[src/pfde_pkg.sv]
// Shared types, constants and 5x5 cell helpers for the Playfair digraph encryptor.
// No dependencies.
package pfde_pkg;

    localparam logic [4:0] FILLER_LETTER = 5'd23;
    localparam logic [4:0] ALPHABET_SIZE = 5'd26;
    localparam logic [4:0] TABLE_CELLS   = 5'd25;

    // Configuration register indexes
    localparam logic CFG_DROP  = 1'b0;
    localparam logic CFG_MERGE = 1'b1;

    typedef enum logic [1:0] {
        MODE_KEY      = 2'd0,
        MODE_KEY_DONE = 2'd1,
        MODE_MSG      = 2'd2,
        MODE_MSG_END  = 2'd3
    } mode_t;

    typedef enum logic [4:0] {
        ST_IDLE = 5'b00001,
        ST_FILL = 5'b00010,
        ST_CALC = 5'b00100,
        ST_OUT1 = 5'b01000,
        ST_OUT2 = 5'b10000
    } state_t;

    // Row of a cell index 0..24
    function automatic logic [2:0] pos_row(input logic [4:0] p);
        logic [2:0] r;
        if (p >= 5'd20) begin
            r = 3'd4;
        end else if (p >= 5'd15) begin
            r = 3'd3;
        end else if (p >= 5'd10) begin
            r = 3'd2;
        end else if (p >= 5'd5) begin
            r = 3'd1;
        end else begin
            r = 3'd0;
        end
        return r;
    endfunction

    // Column of a cell index 0..24
    function automatic logic [2:0] pos_col(input logic [4:0] p);
        logic [2:0] r;
        logic [4:0] base;
        r    = pos_row(p);
        base = 5'({r, 2'b00}) + 5'(r);
        return 3'(p - base);
    endfunction

    // Cell index from row and column
    function automatic logic [4:0] cell_of(input logic [2:0] r, input logic [2:0] c);
        return 5'({r, 2'b00}) + 5'(r) + 5'(c);
    endfunction

    // Step to the next row or column, wrapping after four
    function automatic logic [2:0] wrap_inc(input logic [2:0] v);
        return (v == 3'd4) ? 3'd0 : 3'(v + 3'd1);
    endfunction

endpackage

[src/playfair_digraph_encryptor.sv]
// Playfair digraph encryptor top level: key table build, pairing and pair encryption.
// Depends on pfde_pkg; holds the cipher table and letter position memories.
//
//  channel   | ports                               | handshake
//  ----------+-------------------------------------+------------------------
//  input     | s_mode, s_letter                    | s_valid / s_ready
//  result    | m_cipher_letter, m_last             | m_valid / m_ready
//  config    | cfg_index, cfg_wdata                | cfg_we, no wait
//
//  Key letters and unpaired message letters are taken in ST_IDLE and leave s_ready high.
//  A message item that completes a pair goes through the position read, the table read,
//  then one result letter each in ST_OUT1 and ST_OUT2, each held until m_ready.
//  Key finished walks the alphabet through the table write port.
//  Reset clears counters and the used-letter mask; memories are filled by the key.
//  While a result waits on m_ready, s_ready stays low.
module playfair_digraph_encryptor
    import pfde_pkg::*;
(
    input  logic       aclk,
    input  logic       aresetn,
    input  logic       s_valid,
    output logic       s_ready,
    input  logic [1:0] s_mode,
    input  logic [4:0] s_letter,
    output logic       m_valid,
    input  logic       m_ready,
    output logic [4:0] m_cipher_letter,
    output logic       m_last,
    input  logic       cfg_we,
    input  logic       cfg_index,
    input  logic [4:0] cfg_wdata
);

    state_t      state_reg, state_next;
    logic [4:0]  drop_reg, merge_reg;
    logic [25:0] used_reg, used_next;
    logic [4:0]  fill_count_reg, fill_count_next;
    logic        complete_reg, complete_next;
    logic [4:0]  held_reg, held_next;
    logic        held_valid_reg, held_valid_next;
    logic [4:0]  sweep_reg, sweep_next;

    logic [4:0]  cipher_table_mem [TABLE_CELLS];
    logic [4:0]  letter_position_mem [ALPHABET_SIZE];
    logic [4:0]  pa_reg, pb_reg;
    logic [4:0]  ca_reg, cb_reg;

    logic        accept;
    logic [4:0]  letter_sub, filler_sub;
    logic [31:0] used_ext;
    logic        letter_in_tab, filler_in_tab;
    logic [4:0]  app_letter;
    logic        app_req, app_en;
    logic        pair_go;
    logic [4:0]  pair_b;
    logic [2:0]  r1, c1, r2, c2;
    logic [4:0]  o1, o2;

    assign accept  = s_valid && s_ready;
    assign s_ready = (state_reg == ST_IDLE);

    // Replace the dropped letter and look up table membership
    assign letter_sub    = (s_letter == drop_reg) ? merge_reg : s_letter;
    assign filler_sub    = (FILLER_LETTER == drop_reg) ? merge_reg : FILLER_LETTER;
    assign used_ext      = {6'b0, used_reg};
    assign letter_in_tab = (letter_sub < ALPHABET_SIZE) && used_ext[letter_sub];
    assign filler_in_tab = (filler_sub < ALPHABET_SIZE) && used_ext[filler_sub];

    // Share one append path between key letters and the alphabet sweep
    assign app_letter = (state_reg == ST_FILL) ? sweep_reg : letter_sub;
    assign app_req    = ((state_reg == ST_FILL) && (sweep_reg != drop_reg))
                     || (accept && (s_mode == MODE_KEY) && !complete_reg);
    assign app_en     = app_req && (app_letter < ALPHABET_SIZE)
                     && (fill_count_reg < TABLE_CELLS) && !used_ext[app_letter];

    // Sequence key, pairing and output steps
    always_comb begin
        state_next      = state_reg;
        used_next       = used_reg;
        fill_count_next = fill_count_reg;
        complete_next   = complete_reg;
        held_next       = held_reg;
        held_valid_next = held_valid_reg;
        sweep_next      = sweep_reg;
        pair_go         = 1'b0;
        pair_b          = letter_sub;

        if (app_en) begin
            used_next       = used_reg | (26'd1 << app_letter);
            fill_count_next = 5'(fill_count_reg + 5'd1);
        end

        case (state_reg)
            ST_IDLE: begin
                if (accept) begin
                    case (s_mode)
                        MODE_KEY_DONE: begin
                            if (!complete_reg) begin
                                sweep_next = 5'd0;
                                state_next = ST_FILL;
                            end
                        end
                        MODE_MSG: begin
                            if (complete_reg && letter_in_tab) begin
                                if (!held_valid_reg) begin
                                    held_next       = letter_sub;
                                    held_valid_next = 1'b1;
                                end else if (held_reg != letter_sub) begin
                                    held_valid_next = 1'b0;
                                    pair_go         = 1'b1;
                                end else if (filler_in_tab) begin
                                    pair_b    = filler_sub;
                                    held_next = letter_sub;
                                    pair_go   = 1'b1;
                                end
                            end
                        end
                        MODE_MSG_END: begin
                            if (complete_reg && held_valid_reg && filler_in_tab) begin
                                pair_b          = filler_sub;
                                held_valid_next = 1'b0;
                                pair_go         = 1'b1;
                            end
                        end
                        default: begin
                        end
                    endcase
                    if (pair_go) begin
                        state_next = ST_CALC;
                    end
                end
            end
            ST_FILL: begin
                sweep_next = 5'(sweep_reg + 5'd1);
                if (sweep_reg == ALPHABET_SIZE - 5'd1) begin
                    complete_next = 1'b1;
                    state_next    = ST_IDLE;
                end
            end
            ST_CALC: begin
                state_next = ST_OUT1;
            end
            ST_OUT1: begin
                if (m_ready) begin
                    state_next = ST_OUT2;
                end
            end
            ST_OUT2: begin
                if (m_ready) begin
                    state_next = ST_IDLE;
                end
            end
            default: begin
                state_next = ST_IDLE;
            end
        endcase
    end

    // Hold control state and configuration
    always_ff @(posedge aclk) begin
        if (!aresetn) begin
            state_reg      <= ST_IDLE;
            drop_reg       <= 5'd9;
            merge_reg      <= 5'd8;
            used_reg       <= '0;
            fill_count_reg <= '0;
            complete_reg   <= 1'b0;
            held_reg       <= '0;
            held_valid_reg <= 1'b0;
            sweep_reg      <= '0;
        end else begin
            state_reg      <= state_next;
            used_reg       <= used_next;
            fill_count_reg <= fill_count_next;
            complete_reg   <= complete_next;
            held_reg       <= held_next;
            held_valid_reg <= held_valid_next;
            sweep_reg      <= sweep_next;
            if (cfg_we) begin
                if (cfg_index == CFG_DROP) begin
                    drop_reg <= cfg_wdata;
                end else begin
                    merge_reg <= cfg_wdata;
                end
            end
        end
    end

    // Write the position memory on append; read both pair positions when the pair starts.
    // Writes happen only before the table is complete and reads only after, so no overlap.
    always_ff @(posedge aclk) begin
        if (app_en) begin
            letter_position_mem[app_letter] <= fill_count_reg;
        end
        if (pair_go) begin
            pa_reg <= letter_position_mem[held_reg];
            pb_reg <= letter_position_mem[pair_b];
        end
    end

    // Apply the Playfair rules to the two positions
    assign r1 = pos_row(pa_reg);
    assign c1 = pos_col(pa_reg);
    assign r2 = pos_row(pb_reg);
    assign c2 = pos_col(pb_reg);

    always_comb begin
        if (r1 == r2) begin
            o1 = cell_of(r1, wrap_inc(c1));
            o2 = cell_of(r2, wrap_inc(c2));
        end else if (c1 == c2) begin
            o1 = cell_of(wrap_inc(r1), c1);
            o2 = cell_of(wrap_inc(r2), c2);
        end else begin
            o1 = cell_of(r1, c2);
            o2 = cell_of(r2, c1);
        end
    end

    // Write the table on append; read both cipher letters in the calc step
    always_ff @(posedge aclk) begin
        if (app_en) begin
            cipher_table_mem[fill_count_reg] <= app_letter;
        end
        if (state_reg == ST_CALC) begin
            ca_reg <= cipher_table_mem[o1];
            cb_reg <= cipher_table_mem[o2];
        end
    end

    // Present the two result items in turn
    assign m_valid         = (state_reg == ST_OUT1) || (state_reg == ST_OUT2);
    assign m_last          = (state_reg == ST_OUT2);
    assign m_cipher_letter = (state_reg == ST_OUT2) ? cb_reg : ca_reg;

    // Each table entry maps to exactly one used letter
    assert property (@(posedge aclk) disable iff (!aresetn)
        $countones(used_reg) == 32'(fill_count_reg))
        else $error("used-letter mask and fill count disagree");

    // Finishing the key always leaves a full table
    assert property (@(posedge aclk) disable iff (!aresetn)
        $rose(complete_reg) |-> fill_count_reg == TABLE_CELLS)
        else $error("table completed without 25 cells");

    // Results and held letters appear only after the table is complete
    assert property (@(posedge aclk) disable iff (!aresetn)
        (m_valid || held_valid_reg) |-> complete_reg)
        else $error("message activity before table complete");

    // The second letter of a pair closes the item
    assert property (@(posedge aclk) disable iff (!aresetn)
        (state_reg == ST_OUT2 && m_ready) |=> state_reg == ST_IDLE)
        else $error("pair output did not return to idle");

endmodule
[config.mk]
export PLATFORM = sky130hd
export DESIGN_NAME = playfair_digraph_encryptor
export DESIGN_NICKNAME = d
export VERILOG_FILES = /design/src/pfde_pkg.sv /design/src/playfair_digraph_encryptor.sv
export SDC_FILE = /design/constraint.sdc
export NUM_CORES = 1
export LEC_CHECK = 0
export CAP_MARGIN = 20
export CORE_AREA = 5 5 199 201
export DETAILED_ROUTE_END_ITERATION = 16
export DIE_AREA = 0 0 204 206
export DONT_BUFFER_PORTS = 1
export PLACE_DENSITY = 0.75
export SYNTH_ARGS = -nofsm -noshare
export SYNTH_HDL_FRONTEND = slang
export SYNTH_SLANG_ARGS = --single-unit
[constraint.sdc]
create_clock -name aclk -period 17.3 [get_ports aclk]
set_clock_uncertainty 0.05 [all_clocks]
set_input_delay 2.595 -clock aclk [delete_from_list [all_inputs] [get_ports aclk]]
set_output_delay 2.595 -clock aclk [all_outputs]
set_load 0.005 [all_outputs]
**Word-level counts from Yosys, hierarchy flattened**

Memory sizes are Yosys's and may differ from the RTL's. A register that Yosys moved wholly into a read port is not among the register bits.
Cells that the tools add are included.

- Flip-flop bits (word level): 58
- RAM bits: 255
- Input port bits: 18
- Output and inout port bits: 8
- Memories kept: 2

- Add/sub/neg operators: 18
- Magnitude comparators: 15
- Equal/unequal tests: 31
- Shift-type cells: 1
- Muxes and demuxes: 66
- Bitwise logic cells: 2
- Reduce and logical (&&, ||, !) cells: 26

Memory list:

| memory | words | width | read ports | clocked after memory_dff | write ports | line | RTL |
|---|---|---|---|---|---|---|---|
| letter_position_mem | 26 | 5 | 2 | 2 | 1 | playfair_digraph_encryptor.sv:44 | `logic [4:0] letter_position_mem [ALPHABET_SIZE];` |
| cipher_table_mem | 25 | 5 | 2 | 2 | 1 | playfair_digraph_encryptor.sv:43 | `logic [4:0] cipher_table_mem [TABLE_CELLS];` |

Operator list:

| kind | number |
|---|---|
| 5-bit two-way mux | 28 |
| 5-bit by 3-bit adder with 5-bit output | 10 |
| 26-bit bitwise OR | 1 |
| 1-bit by 5-bit << shifter with 26-bit output, first input constant | 1 |
| 5-bit one-hot mux with 5 select lines | 1 |
| 5-bit by 4-bit greater-or-equal comparator with 1-bit output, second input constant | 4 |
| 5-bit less-than comparator, second input constant | 4 |
| 1-bit two-way mux | 20 |
| 5-bit one-hot mux with 2 select lines | 2 |
| 5-bit by 6-bit less-than comparator with 1-bit output, second input constant | 3 |
| 3-bit two-way mux | 6 |
| 1-bit binary-select mux with 5-bit select | 3 |
| 3-bit by 1-bit adder with 3-bit output, second input constant | 4 |
| 3-bit == test, second input constant | 4 |
| 1-bit logical AND | 12 |
| 2-bit inequality test, second input constant | 6 |
| 6-bit AND reduction | 2 |
| 5-bit by 1-bit adder with 5-bit output, second input constant | 2 |
| 5-bit == test, second input constant | 2 |
| 5-bit by 3-bit greater-or-equal comparator with 1-bit output, second input constant | 2 |
| 5-bit greater-or-equal comparator, second input constant | 2 |
| 5-bit inequality test | 2 |
| 2-bit two-way mux | 4 |
| 2-bit by 1-bit inequality test with 1-bit output, second input constant | 4 |
| other kinds (21) | 30 |

**Logic depth before layout (Yosys ltp)**

Gate-level depths: netlist of the first run.

- Word-level depth: 15
- Depth in mapped cells: 22

**Worst setup path after synthesis of the first run**

No wires, ideal clock.

- Path type: input-to-reg
- Start: input s_letter[1]
- End: memory cipher_table_mem[24][0] (enable)
- Arrival time: 6.861 ns
- Data required time: 16.876 ns
- Path slack: 10.016 ns
- Stages: 15
- Buffers on the path: 4
- Cells stage by stage: buf_2 > xor2_1 > or4_1 > buf_6 > o211ai_2 > mux2i_1 > inv_2 > buf_2 > mux4_2 > a221oi_1 > nor2_1 > nor4_1 > buf_2 > nand2_1 > nor3_1

- Cells in the longest elaborated chain, start to end: 9
- Elaborated cells between the ends (all ways): 12
- Classes of those cells: 1 x order compare; 1 x eq/ne; 6 x mux; 4 x reduce/logical

Ends and longest elaborated chain:

| element | line | RTL |
|---|---|---|
| start: declaration | playfair_digraph_encryptor.sv:24 | `input logic [4:0] s_letter,` |
| 5-bit == test * | playfair_digraph_encryptor.sv:63 | `assign letter_sub = (s_letter == drop_reg) ? merge_reg : s_letter;` |
| 5-bit two-way mux * | playfair_digraph_encryptor.sv:63 |  |
| 5-bit two-way mux * | playfair_digraph_encryptor.sv:70 | `assign app_letter = (state_reg == ST_FILL) ? sweep_reg : letter_sub;` |
| via app_letter[0] | playfair_digraph_encryptor.sv:52 | `logic [4:0] app_letter;` |
| 1-bit binary-select mux with 5-bit select / 5-bit less-than comparator (equally long branches) | playfair_digraph_encryptor.sv:74, playfair_digraph_encryptor.sv:73 |  |
| 1-bit two-way mux (not written as such) / 1-bit logical AND (equally long branches) | playfair_digraph_encryptor.sv:74, playfair_digraph_encryptor.sv:73 |  |
| 1-bit logical NOT / 1-bit logical AND (equally long branches) | playfair_digraph_encryptor.sv:74 | `&& (fill_count_reg < TABLE_CELLS) && !used_ext[app_letter];` |
| 1-bit logical AND * | playfair_digraph_encryptor.sv:74 |  |
| 1-bit two-way mux * | playfair_digraph_encryptor.sv:222 | `if (app_en) begin` |
| 1-bit two-way mux (not written as such) * | playfair_digraph_encryptor.sv:223 | `cipher_table_mem[fill_count_reg] <= app_letter;` |
| end: declaration | playfair_digraph_encryptor.sv:43 |  |

The timed path passes the listed nets; every way through them passes the cells marked *. The select of a mux whose other input is x is not followed.

**Final worst setup path of the first run**

- Start: input s_letter[3]
- End: register pb_reg[3], read port of letter_position_mem (data pin)

- Cells in the longest elaborated chain, start to end: 12
- Elaborated cells between the ends (all ways): 24
- Classes of those cells: 1 x order compare; 2 x eq/ne; 19 x mux; 2 x reduce/logical

Ends and longest elaborated chain:

| element | line | RTL |
|---|---|---|
| 5-bit == test | playfair_digraph_encryptor.sv:63 |  |
| 5-bit two-way mux * | playfair_digraph_encryptor.sv:63 |  |
| 1-bit binary-select mux with 5-bit select | playfair_digraph_encryptor.sv:66 | `assign letter_in_tab = (letter_sub < ALPHABET_SIZE) && used_ext[letter_sub];` |
| 1-bit two-way mux (not written as such) | playfair_digraph_encryptor.sv:66 |  |
| 1-bit logical AND | playfair_digraph_encryptor.sv:66 |  |
| 1-bit logical AND | playfair_digraph_encryptor.sv:104 | `if (complete_reg && letter_in_tab) begin` |
| 1-bit two-way mux | playfair_digraph_encryptor.sv:104 |  |
| 1-bit one-hot mux with 2 select lines | playfair_digraph_encryptor.sv:96 | `case (s_mode)` |
| 1-bit two-way mux | playfair_digraph_encryptor.sv:95 | `if (accept) begin` |
| 1-bit two-way mux | playfair_digraph_encryptor.sv:93 | `case (state_reg)` |
| 1-bit two-way mux | playfair_digraph_encryptor.sv:95 |  |
| 1-bit two-way mux | playfair_digraph_encryptor.sv:93 |  |
| end: declaration | playfair_digraph_encryptor.sv:45 | `logic [4:0] pa_reg, pb_reg;` |

Every way passes the cells marked *; elsewhere a longest branch is shown, timed or not. The select of a mux whose other input is x is not followed.
A chain may end at the register's enable or synchronous reset.

==> results of run 1 <==
-- synthesized netlist by cell type (all sizes together) (25+ instances only) --
| cell type | n |
|---|---|
| inv | 71 |
| mux4 | 104 |
| mux2 | 57 |
| ha | 36 |
| o211ai | 33 |
| buf | 36 |
| nand3 | 25 |
| mux2i | 75 |
| o21ai | 49 |
| a21oi | 35 |
| o21a | 32 |
| edfxtp | 275 |
| nand2 | 113 |
| nor2 | 92 |
| clkbuf | 41 |
| nor2b | 30 |
| dfxtp | 58 |
-- placed cells by master (no fill, tap or decap), types with 21 or more instances in the layout --
master	count
a21oi_1	28
buf_4	21
clkbuf_16	39
dfxtp_1	57
edfxtp_1	275
ha_1	36
inv_1	70
mux2_2	44
mux2i_1	75
mux4_2	104
nand2_1	113
nand3_1	23
nor2_1	91
nor2b_1	30
o211ai_1	30
o21a_1	32
o21ai_0	42
-- power groups by stage --
stage	Sequential, mW	Clock [mW]	Combinational (mW)
floorplan	0.888	0	0.0706
global placement	0.891	0	0.0870
detailed placement	0.891	0	0.0892
CTS	0.874	0.793	0.0896
global route	0.873	0.829	0.101
finish	0.874	0.783	0.0943
-- kinds of logic after synthesis --
family,synth area share
AOI/OAI and AO/OA,0.108
xor gates and xnor gates,0.0170
adders and majority gates,0.0362
buffers and inverters,0.0344
DFF,0.509
muxes,0.203
and+or+nand+nor,0.0935
-- how the worst min path moves through the flow --
stage / endpoint / depth (start not counted) / from
5_1_grt: used_reg[12] / 1 / used_reg[12]
4_1_cts: used_reg[5] / 1 / used_reg[5]
2_1_floorplan: used_reg[5] / 1 / used_reg[5]
3_5_place_dp: used_reg[5] / 1 / used_reg[5]
6_report: used_reg[5] / 1 / used_reg[5]
3_3_place_gp: used_reg[5] / 1 / used_reg[5]
-- area by class of cell --
class                   count  area (um2)
repair buffers             24         240
multi-input cells         943        8520
clock inverters            14         161
well taps                 511         639
fillers                  3019       17100
flip-flops and latches    333        9420
clock buffers              49        1030
inverters                  72         270
-- metal layers --
layer  GRT usage  vias up
li1            -     5495
met1       0.301     6204
met2       0.368      519
met3      0.0303       94
met4      0.0715        0
met5           0        -
-- critical path: stages --
cell	delay, ps
xor2_1	190
nor4_4	700
nand3_1	420
and2_1	350
a2111oi_0	460
o41a_1	250
nand4b_1	380
o31a_1	590
or2_2	390
buf_4	570
mux2_4	350
o211ai_1	250
o22a_1	200
o211ai_1	100
==> results_dict.tcl, run 1 <==
set metrics [dict create \
    switching_power_mw 0.373 \
    finalCriticalPeriod_ps 7650 \
    synth-edff-count 275 \
    max_cap_violations 0 \
    grt_max_degree 57 \
    synth_warnings 0 \
    grt_remaining_overflow 0 \
    wl_met1_um 19500 \
    syn-cell-area_um2 18500 \
    internal_power_mw 1.38 \
    io_buffer_count 0 \
    yosysTopAreaCellShare 0.446 \
    gp_congestion 0.978 \
    slew_viol_final 0 \
    track_usage 0.220 \
    cts_max_level 2 \
    rsz0062_at_grt "false" \
    comb_power_share 0.054 \
    cts-root-buf "clkbuf_16" \
    crit_path_start_kind "input pin" \
    synth_ff_type "edfxtp_1" \
    path_clk_slew_ps 60 \
    vias 12300 \
    crit_arrival_ps 7850 \
    final.setup.worst_slack_ps 9650 \
    topRoutingLayerUsed "met4" \
    cp-end-kind "flop" \
    clockPowerShare 0.447 \
    wl_met3_um 3040 \
    seq_area_frac_synth 0.509 \
    area_growth_pct 9.51 \
    drive_gt1_frac 0.185 \
    finalPower_mw 1.75 \
    cp-endpoint "pb_reg[3]" \
    r2r_cells 18 \
    coreArea_um2 37400 \
    largest_register_ffs 130 \
    dpl-instance-area_um2 19000 \
    cts-resized-gates 0 \
    die_area_um2 42000 \
    dr_wl_met2_um 22800 \
    grt_pass1_vias 12000 \
    cts_buffers 35 \
    post_cts_buffers 0 \
    io_pins 26 \
    cp_data_required_time_ps 17500 \
    fp-row-count 71 \
    hold_viol_final 0 \
    r2r-start "pa_reg[3]" \
    hpwl_um 33000 \
    drt_first_pass_iters 6 \
    cts_tree "yes" \
    antenna_left 0 \
    r2r_setup_slack_ps 11080 \
    layout.nets 1473 \
    stdcell_area_um2 20300 \
    fin_setup_tns_ps 0 \
    status "finished, final reports clean" \
    diodes 0 \
    async_flop_share 0 \
    clk_latency_ps 530 \
    wl_per_cell_um 24.1 \
    routed_via_density 6.33 \
    wl_um 46900 \
    clock_path_buffers 3 \
    slew_headroom 0.301 \
    antenna_found_initial 0 \
    path_max_fanout 40 \
    post-route-period-util 0.442 \
    post-place-ws_ps 9290 \
    setup-violations-final 0 \
    path_class "in -> reg" \
    drcViolationCount 0 \
    ys_types 89 \
    fin_util 0.542 \
    fp.dieH_um 206 \
    fmax_mhz 131 \
    final_cells 1946 \
    yosysTopAreaCell "edfxtp_1" \
    hold_slack_ps 456 \
    synth-seq-cells 333 \
    seq_power_share 0.499 \
    worst_r2r_endpoint "ca_reg[3]" \
    swShare 0.213 \
    die_w_um 204 \
    worst_hold_path_type "reg -> reg" \
    power.density_nw_per_um2 86.3 \
    cts_sinks 333 \
    initial_utilization 0.495 \
    vdd.ir_drop.worst_mv 0.0952 \
    leakage_nw 7.06 \
    dp.cells 1880 \
    yosys-top-cells-area "edfxtp_1, mux4_2, dfxtp_1" \
    worst_pin_slew_ps 1050 \
    avgSynthCellArea_um2 13.0 \
    synth_fp_nets 1489 \
    first_iter_violations 1321 \
    grt_first_pass_wirelength_um 72000 \
    ctsHoldBuffers 0 \
    startpoint "s_letter[3]" \
    synth_cells 1425 \
]
No activity file was read; power rests on OpenSTA's default activity.
==> run 2, diff against run 1 <==
==> constraint.sdc (replaced) <==
create_clock -name aclk -period 7.3 [get_ports aclk]
set_clock_uncertainty 0.05 [all_clocks]
set_input_delay 1.095 -clock aclk [delete_from_list [all_inputs] [get_ports aclk]]
set_output_delay 1.095 -clock aclk [all_outputs]
set_load 0.005 [all_outputs]
==> results_dict.tcl, run 2 (synthesized netlist as in run 1, its figures left out) <==
set metrics [dict create \
    slew_headroom 0.259 \
    worstPathCellList "o21ai_1 -> nor2b_1 -> ha_1 -> inv_1 -> fa_1 -> xnor2_1 -> xnor2_1 -> inv_1 -> fa_1 -> fa_1 -> a21oi_1 -> a21oi_2 -> buf_4 -> mux2i_1 -> mux2_2 -> mux2i_1" \
    status "finished, final reports clean" \
    path_clk_slew_ps 60 \
    worst_hold_path_type "reg -> reg" \
    grtUsageMet2 0.382 \
    grt_remaining_overflow 0 \
    gp_congestion 0.951 \
    crit_path_start_kind "flop" \
    cp_data_required_time_ps 7480 \
    coreArea_um2 37400 \
    crit_arrival_ps 6320 \
    diodes 0 \
    die_w_um 204 \
    finalPower_mw 4.05 \
    layout.nets 1478 \
    cp-end-kind "flop" \
    die_area_um2 42000 \
    clk_latency_ps 530 \
    largest_register_ffs 130 \
    finalCriticalPeriod_ps 6150 \
    io_pins 26 \
    r2r_setup_slack_ps 1150 \
    area_growth_pct 9.15 \
    ctsHoldBuffers 0 \
    track_usage 0.227 \
    cts_max_level 2 \
    path_max_fanout 11 \
    post-route-period-util 0.842 \
    met1_usage 0.298 \
    drt_first_pass_iters 5 \
    path_class "reg -> reg" \
    cp_top_family "adder cells" \
    wl_um 48100 \
    io_buffer_count 0 \
    fin_setup_tns_ps 0 \
    grt.busiest_layer "met2" \
    cts_tree "yes" \
    cpMostUsedCell "fa_1" \
    post_cts_buffers 0 \
    clock_path_buffers 3 \
    routed_via_density 6.32 \
    cp_slowest_cell "a21oi_2" \
    leakage_nw 7.12 \
    drcViolationCount 0 \
    power.density_nw_per_um2 200 \
    cts_sinks 333 \
    final_cell_mix "edfxtp_1, nand2_1, mux4_2, nor2_1, mux2i_1" \
    slew_viol_final 0 \
    antenna_left 0 \
    initial_utilization 0.495 \
    hpwl_um 34000 \
    cp_slowest_stage_delay_ps 610 \
    cts-root-buf "clkbuf_16" \
    grt_pass1_vias 12300 \
    mostFrequentLayoutCell "edfxtp_1" \
    hold_viol_final 0 \
    setup-violations-final 0 \
    fmax_mhz 163 \
    max_cap_violations 0 \
    worst_pin_slew_ps 1110 \
    met3_usage 0.0461 \
    fp-row-count 71 \
    vdd.ir_drop.worst_mv 0.125 \
    vias 12300 \
    first_iter_violations 1285 \
    cts-resized-gates 0 \
    critPathBufInv 3 \
    grt_first_pass_wirelength_um 73500 \
    fp.dieH_um 206 \
    wl_per_cell_um 24.7 \
    drive_gt1_frac 0.189 \
    rsz0062_at_grt "false" \
    grt_max_degree 57 \
    cts_buffers 36 \
    antenna_found_initial 0 \
]
## run 2: worst paths after layout
path / start / endpoint / depth (start not counted)
setup / recovery: pb_reg[2] / cb_reg[3] / 16
hold / removal: used_reg[5] / used_reg[5] / 1
setup reg to reg: pb_reg[2] / cb_reg[3] / 16
hold reg to reg: used_reg[5] / used_reg[5] / 1
## run 2: cell type report
cell class	instances	area, um2
multi-input cells	943	8510
well taps	511	639
fillers	3016	17200
flip-flops and latches	333	9420
clock buffers	47	983
repair buffers	28	243
clock inverters	17	150
inverters	72	270
## run 2: layer usage
metal  up-vias  part of all wire
met5         -                 0
met4         0             0.034
met3       107             0.077
met2       572              0.49
met1      6149              0.40
li1       5504                 -
## run 2: through the flow
step	worst slack [ps]	hold slack (ps)	cell area, um2	utilization	cells
2_1_floorplan	1520	408	18500	-	1425
3_3_place_gp	1080	444	19100	0.510	1886
3_5_place_dp	944	445	19100	0.510	1886
4_1_cts	1210	459	20200	0.540	1950
5_1_grt	900	486	20200	0.541	1951
6_report	1150	460	20200	0.541	1951
## run 2: worst reg2reg max path: stages, from the launching register on
cell      delay (ps)
edfxtp_1         530
o21ai_1          600
nor2b_1          440
ha_1             220
inv_1             50
fa_1             380
xnor2_1          150
xnor2_1          430
inv_1            180
fa_1             550
fa_1             570
a21oi_1           80
a21oi_2          610
buf_4            370
mux2i_1          340
mux2_2           220
mux2i_1           80
## run 2: where the power goes
part           internal [mW]  leakage (nW)  total, mW  switching, mW
Combinational         0.0756          3.37      0.217          0.141
Clock                   1.02         0.541       1.77          0.742
Sequential              2.06          3.21       2.07         0.0124
Total                   3.16          7.12       4.05          0.895
==> run 3, diff against run 2 <==
--- a/config.mk
+++ b/config.mk
@@ -5,12 +5,13 @@
 export SDC_FILE = /design/constraint.sdc
 export NUM_CORES = 1
 export LEC_CHECK = 0
+export ABC_AREA = 1
 export CAP_MARGIN = 20
-export CORE_AREA = 5 5 199 201
+export CORE_AREA = 5 5 204 206
 export DETAILED_ROUTE_END_ITERATION = 16
-export DIE_AREA = 0 0 204 206
+export DIE_AREA = 0 0 209 211
 export DONT_BUFFER_PORTS = 1
-export PLACE_DENSITY = 0.75
+export PLACE_DENSITY = 0.78
 export SYNTH_ARGS = -nofsm -noshare
 export SYNTH_HDL_FRONTEND = slang
 export SYNTH_SLANG_ARGS = --single-unit
==> constraint.sdc (replaced) <==
create_clock -name aclk -period 5 [get_ports aclk]
set_clock_uncertainty 0.05 [all_clocks]
set_input_delay 0.75 -clock aclk [delete_from_list [all_inputs] [get_ports aclk]]
set_output_delay 0.75 -clock aclk [all_outputs]
set_load 0.005 [all_outputs]
==> results_dict.tcl, run 3 <==
set metrics [dict create \
    final_cells 2953 \
    largest_register_ffs 130 \
    post-place-ws_ps 186 \
    cts_sinks 333 \
    worst_pin_slew_ps 965 \
    path_class "reg -> reg" \
    path_clk_slew_ps 60 \
    cp_slowest_cell "fa_1" \
    mostFrequentLayoutCell "nand2_1" \
    yosysTopAreaCellShare 0.423 \
    r2r_cells 25 \
    avgSynthCellArea_um2 8.07 \
    yosysTopAreaCell "edfxtp_1" \
    grt_remaining_overflow 0 \
    slew_headroom 0.356 \
    r2r_setup_slack_ps 330 \
    gp_congestion 0.969 \
    seq_area_frac_synth 0.482 \
    syn-cell-area_um2 19500 \
    hold_slack_ps 248 \
    setup-violations-final 0 \
    post-route-period-util 0.933 \
    synth_cells 2421 \
    antenna_found_initial 2 \
    fp-row-count 73 \
    switching_power_mw 1.75 \
    antenna_left 0 \
    vias 17400 \
    path_max_fanout 30 \
    swShare 0.268 \
    fp.dieH_um 211 \
    cp_data_required_time_ps 5380 \
    crit_arrival_ps 5050 \
    cts_buffers 36 \
    area_growth_pct 9.35 \
    slew_viol_final 0 \
    cts-root-buf "clkbuf_16" \
    synth-edff-count 275 \
    cp-end-kind "flop" \
    hpwl_um 40000 \
    die_w_um 209 \
    vdd.ir_drop.worst_mv 0.315 \
    fin_util 0.542 \
    wl_per_cell_um 19.8 \
    drive_gt1_frac 0.0696 \
    yosysMostFrequentCell "nand2_1" \
    final_cell_mix "nand2_1, nand3_1, inv_1, edfxtp_1, a21oi_1" \
    r2r-start "pa_reg[1]" \
    worst_hold_path_type "in -> reg" \
    first_iter_violations 2261 \
    cpMostUsedCell "inv_1" \
    hold_viol_final 0 \
    cts_tree "yes" \
    yosys-top-cells-area "edfxtp_1, nand2_1, nand3_1" \
    startpoint "pa_reg[1]" \
    worstHoldEndpoint "drop_reg[0]" \
    dp.cells 2881 \
    coreArea_um2 39500 \
    final.setup.worst_slack_ps 334 \
    routed_via_density 5.90 \
    async_flop_share 0 \
    min_delay_path_depth 1 \
    worst_r2r_endpoint "ca_reg[0]" \
    power.density_nw_per_um2 307 \
    grt_max_degree 82 \
    synth_fp_nets 2485 \
    ys_types 50 \
    clock_path_buffers 3 \
    io_pins 26 \
    clockPowerShare 0.400 \
    grt_first_pass_wirelength_um 91100 \
    status "finished, final reports clean" \
    drcViolationCount 0 \
    leakage_nw 8.92 \
    synth_top_cells_by_count "nand2_1, nand3_1, inv_1" \
    fill_cells 3564 \
    clk_latency_ps 560 \
    grt_pass1_vias 16500 \
    die_area_um2 44100 \
    synth_warnings 0 \
    comb_power_share 0.130 \
    max_cap_violations 0 \
    initial_utilization 0.495 \
    layout.nets 2465 \
    cts_max_level 2 \
    wl_um 58300 \
    track_usage 0.257 \
    fmax_mhz 214 \
    internal_power_mw 4.80 \
    synth_ff_type "edfxtp_1" \
    crit_path_start_kind "flop" \
    io_buffer_count 0 \
    synth-seq-cells 333 \
    finalCriticalPeriod_ps 4670 \
    hold_start "aresetn" \
    seq_power_share 0.470 \
    drt_first_pass_iters 6 \
    cp_slowest_stage_delay_ps 600 \
]
## run 3: cell types whose count changed after synthesis, sizes merged, moves of 42 or more
cell,change
inv,+301
mux4,-104
mux2i,-75
a21oi,+89
mux2,-57
o21ai,+77
o211ai,+42
nand2,+465
nand3,+369
## run 3: cell families (layout without fill, tap and decap cells)
| kind of cell | count (synthesis) | after routing | synth area share |
|---|---|---|---|
| simple gates | 1159 | 1159 | 0.263 |
| compound gates | 363 | 363 | 0.108 |
| flops | 333 | 333 | 0.482 |
| fa+ha+maj | 46 | 46 | 0.0333 |
| buf+inv | 498 | 504 | 0.102 |
| xor+xnor | 22 | 22 | 0.0106 |
| other cells | 0 | 1 | 0 |
## run 3: per-layer routing
metal  GRT usage  wire length [um]  vias up
li1            -                 -     8106
met1       0.348             23500     8205
met2       0.420             27100      961
met3      0.0407              5490      159
met4      0.0956              2200        2
met5           0                13        -
## run 3: per-stage QoR
| step | TNS [ps] | power (mW) | area (um2) |
|---|---|---|---|
| 4_1_cts | 0 | 6.56 | 21200 |
| 3_5_place_dp | 0 | 3.96 | 20100 |
| 5_1_grt | -8.07 | 6.77 | 21400 |
| 2_1_floorplan | 0 | 3.70 | 19500 |
| 6_report | 0 | 6.55 | 21400 |
| 3_3_place_gp | 0 | 3.94 | 20100 |
## run 3: power groups by stage
stage,Combinational (mW),Clock (mW),Sequential [mW]
detailed placement,0.821,0,3.14
CTS,0.824,2.66,3.08
global route,0.920,2.77,3.08
floorplan,0.552,0,3.14
finish,0.849,2.62,3.08
global placement,0.802,0,3.14
## run 3: area by class of cell
class,count,area [um2],area share
Clock buffer,46,960,0.0449
Timing Repair Buffer,59,529,0.0248
Timing Repair inverter,1,7.51,0.000351
Sequential cell,333,9420,0.441
Tap cell,525,657,0.0307
Clock inverter,18,175,0.00820
Inverter,380,1450,0.0676
Multi-Input combinational cell,1590,8170,0.382
Antenna cell,1,2.50,0.000117
## run 3: worst max path at each step
stage                      endpoint  cells past startpoint  slack [ps]
after floorplan           ca_reg[2]                     23         490
after global placement    cb_reg[3]                     20         260
after detailed placement  cb_reg[3]                     20         190
after CTS                 ca_reg[3]                     25         200
after global routing      ca_reg[3]                     26          -8
final                     ca_reg[0]                     25         330
## run 3: critical path, delay by kind of cell (launching register included)
family | cells | cell delay (ps)
fa+ha+maj | 5 | 1620
buf+inv | 7 | 740
compound gates | 4 | 690
simple gates | 9 | 990
flops | 1 | 430
## run 3: what timing repair did
action | 4_1_cts | 5_1_grt
hold buffers | 0 | 0
setup buffers | 0 | 5
resized for setup | 0 | 10
endpoints found under the setup margin | 0 | 10
